### config.mk
export PLATFORM = sky130hd
export DESIGN_NAME = slider_travel_sequencer_top
export DESIGN_NICKNAME = d
export VERILOG_FILES = /design/src/sv/sts_pkg.sv /design/src/sv/sts_cfg_regs.sv /design/src/sv/sts_core.sv /design/src/sv/sts_out_queue.sv /design/src/sv/slider_travel_sequencer_top.sv
export SDC_FILE = /design/constraint.sdc
export NUM_CORES = 1
export LEC_CHECK = 0
export BUFFER_PORTS_ARGS = -buffer_cell sky130_fd_sc_hd__buf_2
export CAP_MARGIN = 40
export CORE_MARGIN = 2
export CORE_UTILIZATION = 57
export CTS_CLUSTER_SIZE = 20
export DETAILED_ROUTE_END_ITERATION = 12
export PLACE_DENSITY = 0.74
export SLEW_MARGIN = 20
export SYNTH_ARGS = -nofsm -noshare
export SYNTH_HDL_FRONTEND = slang
export SYNTH_HIERARCHICAL = 1
export SYNTH_SLANG_ARGS = --single-unit
export TNS_END_PERCENT = 1
### constraint.sdc
create_clock -name clk -period 9.9 [get_ports clk]
set_input_delay 0 -clock clk [delete_from_list [all_inputs] [get_ports clk]]
set_output_delay 0 -clock clk [all_outputs]
set_load 0.01 [all_outputs]
### src/sv/sts_pkg.sv
// Shared types and codes for the slider travel sequencer.
// No dependencies; every other file refers to it by scoped names.
package sts_pkg;

	// Item modes
	localparam logic [2:0] MODE_TICK      = 3'd0;
	localparam logic [2:0] MODE_MOVE_UP   = 3'd1;
	localparam logic [2:0] MODE_MOVE_DOWN = 3'd2;
	localparam logic [2:0] MODE_STOP      = 3'd3;
	localparam logic [2:0] MODE_RESET     = 3'd4;
	localparam logic [2:0] MODE_ENABLE    = 3'd5;
	localparam logic [2:0] MODE_DISABLE   = 3'd6;
	localparam logic [2:0] MODE_JAM_CHECK = 3'd7;

	// Travel states
	localparam logic [2:0] ST_IDLE      = 3'd0;
	localparam logic [2:0] ST_UP        = 3'd1;
	localparam logic [2:0] ST_DOWN      = 3'd2;
	localparam logic [2:0] ST_STOP_UP   = 3'd3;
	localparam logic [2:0] ST_STOP_DOWN = 3'd4;
	localparam logic [2:0] ST_ERROR     = 3'd5;

	// Loop selection
	localparam logic [1:0] LOOP_ZERO  = 2'd0;
	localparam logic [1:0] LOOP_SPEED = 2'd1;
	localparam logic [1:0] LOOP_ANGLE = 2'd2;

	// Register indexes on the configuration port
	localparam logic [2:0] REG_LIMIT_LEVEL    = 3'd0;
	localparam logic [2:0] REG_LIMIT_DEBOUNCE = 3'd1;
	localparam logic [2:0] REG_JAM_ERROR      = 3'd2;
	localparam logic [2:0] REG_JAM_TICKS      = 3'd3;
	localparam logic [2:0] REG_HOLD_OFFSET    = 3'd4;

	localparam int unsigned CFG_ADDR_W = 5;

	typedef struct packed {
		logic               limit_active_level;
		logic [15:0]        limit_debounce_ticks;
		logic [15:0]        jam_speed_error;
		logic [15:0]        jam_tick_limit;
		logic signed [15:0] down_hold_offset;
	} cfg_t;

	typedef struct packed {
		logic [2:0]         slider_state;
		logic [1:0]         loop_select;
		logic signed [15:0] speed_setpoint;
		logic signed [31:0] angle_setpoint;
		logic signed [31:0] jam_angle;
		logic               enabled;
	} result_t;

endpackage

### src/sv/sts_cfg_regs.sv
// Configuration register file of the slider travel sequencer, APB-style port.
// Depends on sts_pkg for register indexes and the cfg_t bundle.
module sts_cfg_regs (
	input  logic                               clk,
	input  logic                               arst_n,
	input  logic                               psel,
	input  logic                               penable,
	input  logic                               pwrite,
	input  logic [sts_pkg::CFG_ADDR_W-1:0]     paddr,
	input  logic [31:0]                        pwdata,
	output logic [31:0]                        prdata,
	output logic                               pready,
	output sts_pkg::cfg_t                      cfg
);

	sts_pkg::cfg_t cfg_q;
	logic [2:0]    reg_idx;
	logic          wr_en;

	assign reg_idx = paddr[4:2];
	assign pready  = 1'b1;
	assign wr_en   = psel & penable & pwrite;
	assign cfg     = cfg_q;

	always_ff @(posedge clk or negedge arst_n) begin
		if (!arst_n) begin
			cfg_q.limit_active_level   <= 1'b0;
			cfg_q.limit_debounce_ticks <= 16'd50;
			cfg_q.jam_speed_error      <= 16'd350;
			cfg_q.jam_tick_limit       <= 16'd100;
			cfg_q.down_hold_offset     <= 16'sd100;
		end else if (wr_en) begin
			case (reg_idx)
				sts_pkg::REG_LIMIT_LEVEL:    cfg_q.limit_active_level   <= pwdata[0];
				sts_pkg::REG_LIMIT_DEBOUNCE: cfg_q.limit_debounce_ticks <= pwdata[15:0];
				sts_pkg::REG_JAM_ERROR:      cfg_q.jam_speed_error      <= pwdata[15:0];
				sts_pkg::REG_JAM_TICKS:      cfg_q.jam_tick_limit       <= pwdata[15:0];
				sts_pkg::REG_HOLD_OFFSET:    cfg_q.down_hold_offset     <= pwdata[15:0];
				default: ;
			endcase
		end
	end

	always_comb begin
		case (reg_idx)
			sts_pkg::REG_LIMIT_LEVEL:    prdata = {31'd0, cfg_q.limit_active_level};
			sts_pkg::REG_LIMIT_DEBOUNCE: prdata = {16'd0, cfg_q.limit_debounce_ticks};
			sts_pkg::REG_JAM_ERROR:      prdata = {16'd0, cfg_q.jam_speed_error};
			sts_pkg::REG_JAM_TICKS:      prdata = {16'd0, cfg_q.jam_tick_limit};
			sts_pkg::REG_HOLD_OFFSET:    prdata = {16'd0, cfg_q.down_hold_offset};
			default:                     prdata = 32'd0;
		endcase
	end

endmodule

### src/sv/sts_core.sv
// Travel state registers and the one-pass update for each accepted item.
// Depends on sts_pkg for codes, cfg_t and result_t.
module sts_core (
	input  logic                 clk,
	input  logic                 arst_n,
	input  logic                 item_fire,
	input  logic [2:0]           mode,
	input  logic signed [15:0]   speed_command,
	input  logic                 limit_pin,
	input  logic signed [15:0]   measured_speed,
	input  logic signed [31:0]   total_angle,
	input  sts_pkg::cfg_t        cfg,
	output sts_pkg::result_t     result
);

	localparam logic [15:0] LIMIT_CNT_MAX = 16'hFFFF;
	localparam logic [16:0] JAM_CNT_MAX   = 17'h1FFFF;

	logic [2:0]         state_q, state_d;
	logic               enabled_q, enabled_d;
	logic               angle_mode_q, angle_mode_d;
	logic signed [15:0] speed_q, speed_d;
	logic signed [31:0] angle_q, angle_d;
	logic [15:0]        limit_cnt_q, limit_cnt_d;
	logic [16:0]        jam_cnt_q, jam_cnt_d;
	logic signed [31:0] jam_pos_q, jam_pos_d;

	logic signed [16:0] speed_err;
	logic [16:0]        err_mag;
	logic [16:0]        jam_cnt_step;
	logic               jam_hit;
	logic [15:0]        limit_cnt_step;
	logic               limit_hit;
	logic signed [31:0] hold_offset;

	// Jam test: exact 17-bit error, saturating run count; also the saturating limit debounce count and the hold offset
	always_comb begin
		speed_err    = {speed_q[15], speed_q} - {measured_speed[15], measured_speed};
		err_mag      = speed_err[16] ? 17'(-speed_err) : 17'(speed_err);
		if (err_mag > {1'b0, cfg.jam_speed_error})
			jam_cnt_step = (jam_cnt_q == JAM_CNT_MAX) ? jam_cnt_q : jam_cnt_q + 17'd1;
		else
			jam_cnt_step = 17'd0;
		jam_hit      = jam_cnt_step > {1'b0, cfg.jam_tick_limit};
		limit_cnt_step = (limit_cnt_q == LIMIT_CNT_MAX) ? limit_cnt_q : limit_cnt_q + 16'd1;
		limit_hit    = limit_cnt_step >= cfg.limit_debounce_ticks;
		hold_offset  = {{16{cfg.down_hold_offset[15]}}, cfg.down_hold_offset};
	end

	always_comb begin
		state_d      = state_q;
		enabled_d    = enabled_q;
		angle_mode_d = angle_mode_q;
		speed_d      = speed_q;
		angle_d      = angle_q;
		limit_cnt_d  = limit_cnt_q;
		jam_cnt_d    = jam_cnt_q;
		jam_pos_d    = jam_pos_q;
		case (mode)
			sts_pkg::MODE_TICK: begin
				if (enabled_q && state_q == sts_pkg::ST_UP) begin
					if (limit_pin == cfg.limit_active_level) begin
						if (limit_hit) begin
							limit_cnt_d  = 16'd0;
							angle_d      = total_angle;
							angle_mode_d = 1'b1;
							state_d      = sts_pkg::ST_STOP_UP;
						end else begin
							limit_cnt_d = limit_cnt_step;
						end
					end else begin
						limit_cnt_d = 16'd0;
					end
				end else if (enabled_q && state_q == sts_pkg::ST_DOWN) begin
					jam_cnt_d = jam_hit ? 17'd0 : jam_cnt_step;
					if (jam_hit) begin
						jam_pos_d    = total_angle;
						angle_d      = total_angle + hold_offset;
						angle_mode_d = 1'b1;
						state_d      = sts_pkg::ST_STOP_DOWN;
					end
				end
			end
			sts_pkg::MODE_MOVE_UP, sts_pkg::MODE_MOVE_DOWN: begin
				enabled_d    = 1'b1;
				speed_d      = speed_command;
				angle_mode_d = 1'b0;
				state_d      = (mode == sts_pkg::MODE_MOVE_UP) ? sts_pkg::ST_UP : sts_pkg::ST_DOWN;
			end
			sts_pkg::MODE_STOP: begin
				angle_d      = total_angle;
				angle_mode_d = 1'b1;
			end
			sts_pkg::MODE_RESET: begin
				state_d     = sts_pkg::ST_IDLE;
				speed_d     = 16'sd0;
				jam_cnt_d   = 17'd0;
				limit_cnt_d = 16'd0;
				enabled_d   = 1'b0;
			end
			sts_pkg::MODE_ENABLE: begin
				enabled_d = 1'b1;
			end
			sts_pkg::MODE_DISABLE: begin
				enabled_d = 1'b0;
				state_d   = sts_pkg::ST_IDLE;
			end
			default: begin
				// Stand-alone jam check: not gated by enable, ends in error
				if (state_q == sts_pkg::ST_UP || state_q == sts_pkg::ST_DOWN) begin
					jam_cnt_d = jam_hit ? 17'd0 : jam_cnt_step;
					if (jam_hit) begin
						state_d   = sts_pkg::ST_ERROR;
						jam_pos_d = total_angle;
					end
				end
			end
		endcase
	end

	always_comb begin
		result.slider_state   = state_d;
		result.speed_setpoint = speed_d;
		result.angle_setpoint = angle_d;
		result.jam_angle      = jam_pos_d;
		result.enabled        = enabled_d;
		if (!enabled_d)
			result.loop_select = sts_pkg::LOOP_ZERO;
		else if (state_d == sts_pkg::ST_UP || state_d == sts_pkg::ST_DOWN)
			result.loop_select = sts_pkg::LOOP_SPEED;
		else if (state_d == sts_pkg::ST_STOP_UP || state_d == sts_pkg::ST_STOP_DOWN)
			result.loop_select = sts_pkg::LOOP_ANGLE;
		else
			result.loop_select = sts_pkg::LOOP_ZERO;
	end

	always_ff @(posedge clk or negedge arst_n) begin
		if (!arst_n) begin
			state_q      <= sts_pkg::ST_IDLE;
			enabled_q    <= 1'b0;
			angle_mode_q <= 1'b0;
			speed_q      <= 16'sd0;
			angle_q      <= 32'sd0;
			limit_cnt_q  <= 16'd0;
			jam_cnt_q    <= 17'd0;
			jam_pos_q    <= 32'sd0;
		end else if (item_fire) begin
			state_q      <= state_d;
			enabled_q    <= enabled_d;
			angle_mode_q <= angle_mode_d;
			speed_q      <= speed_d;
			angle_q      <= angle_d;
			limit_cnt_q  <= limit_cnt_d;
			jam_cnt_q    <= jam_cnt_d;
			jam_pos_q    <= jam_pos_d;
		end
	end

endmodule

### src/sv/sts_out_queue.sv
// Two-entry result register with skid slot for the slider travel sequencer.
// Depends on sts_pkg for result_t.
module sts_out_queue (
	input  logic             clk,
	input  logic             arst_n,
	input  logic             push,
	input  sts_pkg::result_t push_data,
	output logic             full,
	output logic             pop_valid,
	input  logic             pop_stall,
	output sts_pkg::result_t pop_data
);

	sts_pkg::result_t head_q, skid_q;
	logic [1:0]       count_q;
	logic             pop;

	assign pop_valid = (count_q != 2'd0);
	assign full      = (count_q == 2'd2);
	assign pop       = pop_valid & ~pop_stall;
	assign pop_data  = head_q;

	always_ff @(posedge clk or negedge arst_n) begin
		if (!arst_n) begin
			count_q <= 2'd0;
		end else begin
			case ({push, pop})
				2'b10:   count_q <= count_q + 2'd1;
				2'b01:   count_q <= count_q - 2'd1;
				default: count_q <= count_q;
			endcase
		end
	end

	// Payload slots carry no reset
	always_ff @(posedge clk) begin
		case ({push, pop})
			2'b10: begin
				if (count_q == 2'd0)
					head_q <= push_data;
				else
					skid_q <= push_data;
			end
			2'b01: begin
				head_q <= skid_q;
			end
			2'b11: begin
				if (count_q == 2'd1) begin
					head_q <= push_data;
				end else begin
					head_q <= skid_q;
					skid_q <= push_data;
				end
			end
			default: ;
		endcase
	end

endmodule

### src/sv/slider_travel_sequencer_top.sv
// Slider travel sequencer, top level.
// Items are taken one per cycle while the result buffer has room; each result is
// registered there. The state update and setpoint choice are one pass.
// A two-entry result buffer keeps input open for one result while output stalls.
// Reset (arst_n low, asynchronous): state idle, disabled, setpoints zero,
// registers back to their defaults, result buffer empty.
module slider_travel_sequencer_top (
	input  logic                           clk,
	input  logic                           arst_n,

	// Configuration port
	input  logic                           psel,
	input  logic                           penable,
	input  logic                           pwrite,
	input  logic [sts_pkg::CFG_ADDR_W-1:0] paddr,
	input  logic [31:0]                    pwdata,
	output logic [31:0]                    prdata,
	output logic                           pready,

	// Item channel
	input  logic                           in_valid,
	output logic                           in_stall,
	input  logic [2:0]                     mode,
	input  logic signed [15:0]             speed_command,
	input  logic                           limit_pin,
	input  logic signed [15:0]             measured_speed,
	input  logic signed [31:0]             total_angle,

	// Result channel
	output logic                           out_valid,
	input  logic                           out_stall,
	output logic [2:0]                     slider_state,
	output logic [1:0]                     loop_select,
	output logic signed [15:0]             speed_setpoint,
	output logic signed [31:0]             angle_setpoint,
	output logic signed [31:0]             jam_angle,
	output logic                           enabled
);

	sts_pkg::cfg_t    cfg;
	sts_pkg::result_t next_result;
	sts_pkg::result_t head_result;
	logic             buf_full;
	logic             in_fire;

	// Hold the item channel only when both result slots are occupied
	assign in_stall = buf_full;
	assign in_fire  = in_valid & ~buf_full;

	sts_cfg_regs u_cfg (
		.clk     (clk),
		.arst_n  (arst_n),
		.psel    (psel),
		.penable (penable),
		.pwrite  (pwrite),
		.paddr   (paddr),
		.pwdata  (pwdata),
		.prdata  (prdata),
		.pready  (pready),
		.cfg     (cfg)
	);

	// Advance the travel state on every item transfer; the core presents the
	// post-item view as next_result in the same cycle
	sts_core u_core (
		.clk            (clk),
		.arst_n         (arst_n),
		.item_fire      (in_fire),
		.mode           (mode),
		.speed_command  (speed_command),
		.limit_pin      (limit_pin),
		.measured_speed (measured_speed),
		.total_angle    (total_angle),
		.cfg            (cfg),
		.result         (next_result)
	);

	// Register the result; the skid slot absorbs one more while output stalls
	sts_out_queue u_out (
		.clk       (clk),
		.arst_n    (arst_n),
		.push      (in_fire),
		.push_data (next_result),
		.full      (buf_full),
		.pop_valid (out_valid),
		.pop_stall (out_stall),
		.pop_data  (head_result)
	);

	assign slider_state   = head_result.slider_state;
	assign loop_select    = head_result.loop_select;
	assign speed_setpoint = head_result.speed_setpoint;
	assign angle_setpoint = head_result.angle_setpoint;
	assign jam_angle      = head_result.jam_angle;
	assign enabled        = head_result.enabled;

endmodule

==> out/qor.yml <==
path_common_cell: "ha_1"
yosysSeqAreaShare_pct: 42.53
antenna_found_initial: 3
synth_cell_type_count: 98
yosys_warnings: 6
grt_pass1_vias: 17590
cp.arrival_ns: 9.11
startpoint: "u_core/speed_q[0]"
timing.final.crit_period_ns: 8.796
cp_max_fo: 17
dieWidth_um: 205.0
areaGrowthSynthToFinish_pct: 14.80
peakVddDrop_uv: 179.0
drt_iter0_drc: 1640
yosys.area.top_type_share_pct: 22.44
setup_slack_ns: 1.104
rsz0062_at_grt: "false"
num_io_pins: 233
cap_viol_max_count: 0
rows: 73
num_vias: 18300
fin_skew_ns: 0.02398
netlist_top_cells_count: "172 x edfxtp_1, 169 x dfrtp_1, 159 x mux2_2"
wire_per_inst_um: 21.71
synthFlopType: "edfxtp_1"
dp_hpwl_mm: 43.42
fill_cells: 3065
initial_utilization_pct: 57.80
cts_root_buf: "clkbuf_16"
portBuffers: 197
nNetsFinal: 2573
slowest_stage: "a21boi_2"
pre_cts_slack_ns: 1.386
drc: 0
clock_path_buffers: 3
overflow: 0
holdCritPathClass: "in -> async"
synth.avg_cell_area_um2: 10.83
crit_path_start_kind: "flip-flop"
ff_latch_area_um2: 9788
h-tree-depth: 2
ant_nets: 0
routed_wirelength_mm: 63.22
final_cells: 2912
max_stage_delay_ns: 0.63
fmax_mhz: 113.7
period_share_pct: 88.84
powerDensity_nw_per_um2: 282.6
die-area_um2: 42000
grt_pass1_wl_mm: 98.23
setup-violations-final: 0
multiInputGateArea_um2: 12300
synth.area.top_cells: "edfxtp_1 22%, dfrtp_1 18%, mux2_2 7.8%, ha_1 5.8%, a221o_1 4.7%"
avgViaCountPerCell: 6.284
drv_slew: 0
crit_type: "reg -> reg"
synth_top_area_cell: "edfxtp_1"
worst_slew_pin_slew_ns: 0.8505
netlist_instances: 2125
netlist_area_um2: 23020
post_cts_buffers: 0
fin_hold_ws_ns: 0.03026
worstPathRequired_ns: 10.22
status: "complete, no violations"
relSlewSlack_pct: 43.30
tritoncts: "done"
core_area_um2: 39820
gp_congestion: 0.9130
die_h_um: 205.0
clock_latency_ns: 0.56
gr-usage-all-layers_pct: 29.93
drive_gt1_share_pct: 25.00
r2r-start: "u_core/speed_q[0]"
hold_violations: 0
synth-seq-cells: 356
clk_pin_slew_worst_paths_ns: 0.06
fin_tns_setup_ns: 0
yosysMostFrequentCell: "edfxtp_1"
async_flop_share_pct: 51.69
r2r_cells: 29
p_leak_nw: 11.59
end_kind: "flip-flop"
clock_sinks: 356
numCtsBuffers: 39
grt_max_degree: 88
synth_edf_count: 172
place_inst: 2766
drtPass1Iterations: 7
## where the power goes
part	internal (W)	switching [W]	total [W]
combinational	0.00150	0.00194	0.00345
sequential	0.00225	0.000293	0.00254
clock	0.000858	0.000616	0.00147
total	0.00461	0.00285	0.00747
## metal layers
| layer | track usage, % | vias to the layer above | wire length, µm |
|---|---|---|---|
| met5 | 0 | - | 0 |
| met4 | 10.77 | 0 | 2193 |
| met3 | 5.059 | 131 | 3923 |
| met2 | 48.46 | 730 | 29990 |
| met1 | 40.59 | 8995 | 27110 |
| li1 | - | 8443 | - |
## stage by stage
| stage | utilization, % | cell area, µm² | power, W |
|---|---|---|---|
| finish | 66.35 | 26420 | 0.007468 |
| global route | 66.35 | 26420 | 0.007957 |
| CTS | 66.12 | 26330 | 0.007447 |
| detailed placement | 61.15 | 24350 | 0.005924 |
| global placement | 60.94 | 24270 | 0.005790 |
| floorplan | - | 23070 | 0.004998 |
## final timing paths
| path | endpoint | slack, ns |
|---|---|---|
| min in group clk | u_cfg/cfg[64] | 0.04 |
| setup reg to reg | u_out/pop_data[54] | 1.10 |
| hold / removal | u_cfg/cfg[17] | 0.03 |
| setup / recovery | u_out/pop_data[54] | 1.10 |
| hold reg to reg | u_core/jam_pos_q[24] | 0.50 |
| max in group asynchronous | u_cfg/cfg[53] | 8.81 |
## what timing repair did
item,4_1_cts,5_1_grt
gates resized for setup,0,0
hold endpoints to repair,265,0
endpoints found under the setup margin,0,0
hold buffers,68,0
## kinds of logic (layout without fill, tap and decap cells)
family | Yosys count | count (layout) | share of synthesized area (%)
simple gates | 554 | 554 | 12.58
xor+xnor | 76 | 76 | 2.892
other cells | 2 | 20 | 0.03263
mux | 260 | 260 | 13.70
fa+ha+maj | 108 | 108 | 5.936
buf+inv | 216 | 460 | 4.593
flops | 356 | 356 | 42.53
compound gates | 553 | 553 | 17.74
## flip-flops by register name, summed over array words and instances, names as in the netlist
signal and flops:
u_out/count_q 2, u_core/enabled_q 1, u_core/limit_cnt_q 16, u_cfg/cfg 65
u_out/skid_q 86, u_out/pop_data 86, u_core/jam_cnt_q 17, u_core/speed_q 16
u_core/state_q 3, u_core/jam_pos_q 32, u_core/angle_q 32
## area by class of cell
type / count / area share (%)
Multi-Input combinational cell: 1568 / 46.54
Timing Repair Buffer: 304 / 7.790
Tap cell: 525 / 2.486
Antenna cell: 3 / 0.02841
Clock inverter: 18 / 0.6298
Clock buffer: 54 / 4.290
Inverter: 84 / 1.193
Sequential cell: 356 / 37.04
## placed cells by master (no fill, tap or decap), drive strengths merged, types with 17 or more instances in the layout
cell type	count
buf	236
mux2	233
edfxtp	172
dfrtp	169
nand2	149
nor2	126
a221o	108
o21ai	108
ha	106
and2	100
a21oi	95
inv	84
dlygate4sd3	68
clkbuf	54
xnor2	42
xor2	34
a21o	34
nor3	34
nand3	28
a211oi	28
mux2i	27
nand2b	20
nand4	19
o31ai	19
a22o	18
conb	17
and3	17
## critical path: cells and delay by family, from the launching register on
| family | cells | cell delay (ns) |
|---|---|---|
| AND/OR/NAND/NOR | 9 | 2.54 |
| adder cells (fa/ha/maj) | 4 | 1.16 |
| XOR/XNOR | 1 | 0.17 |
| multiplexers | 1 | 0.30 |
| buffers and inverters | 1 | 0.06 |
| flip-flops | 1 | 0.33 |
| AO/OA/AOI/OAI | 13 | 3.98 |
(Power assumes the default switching activity.)
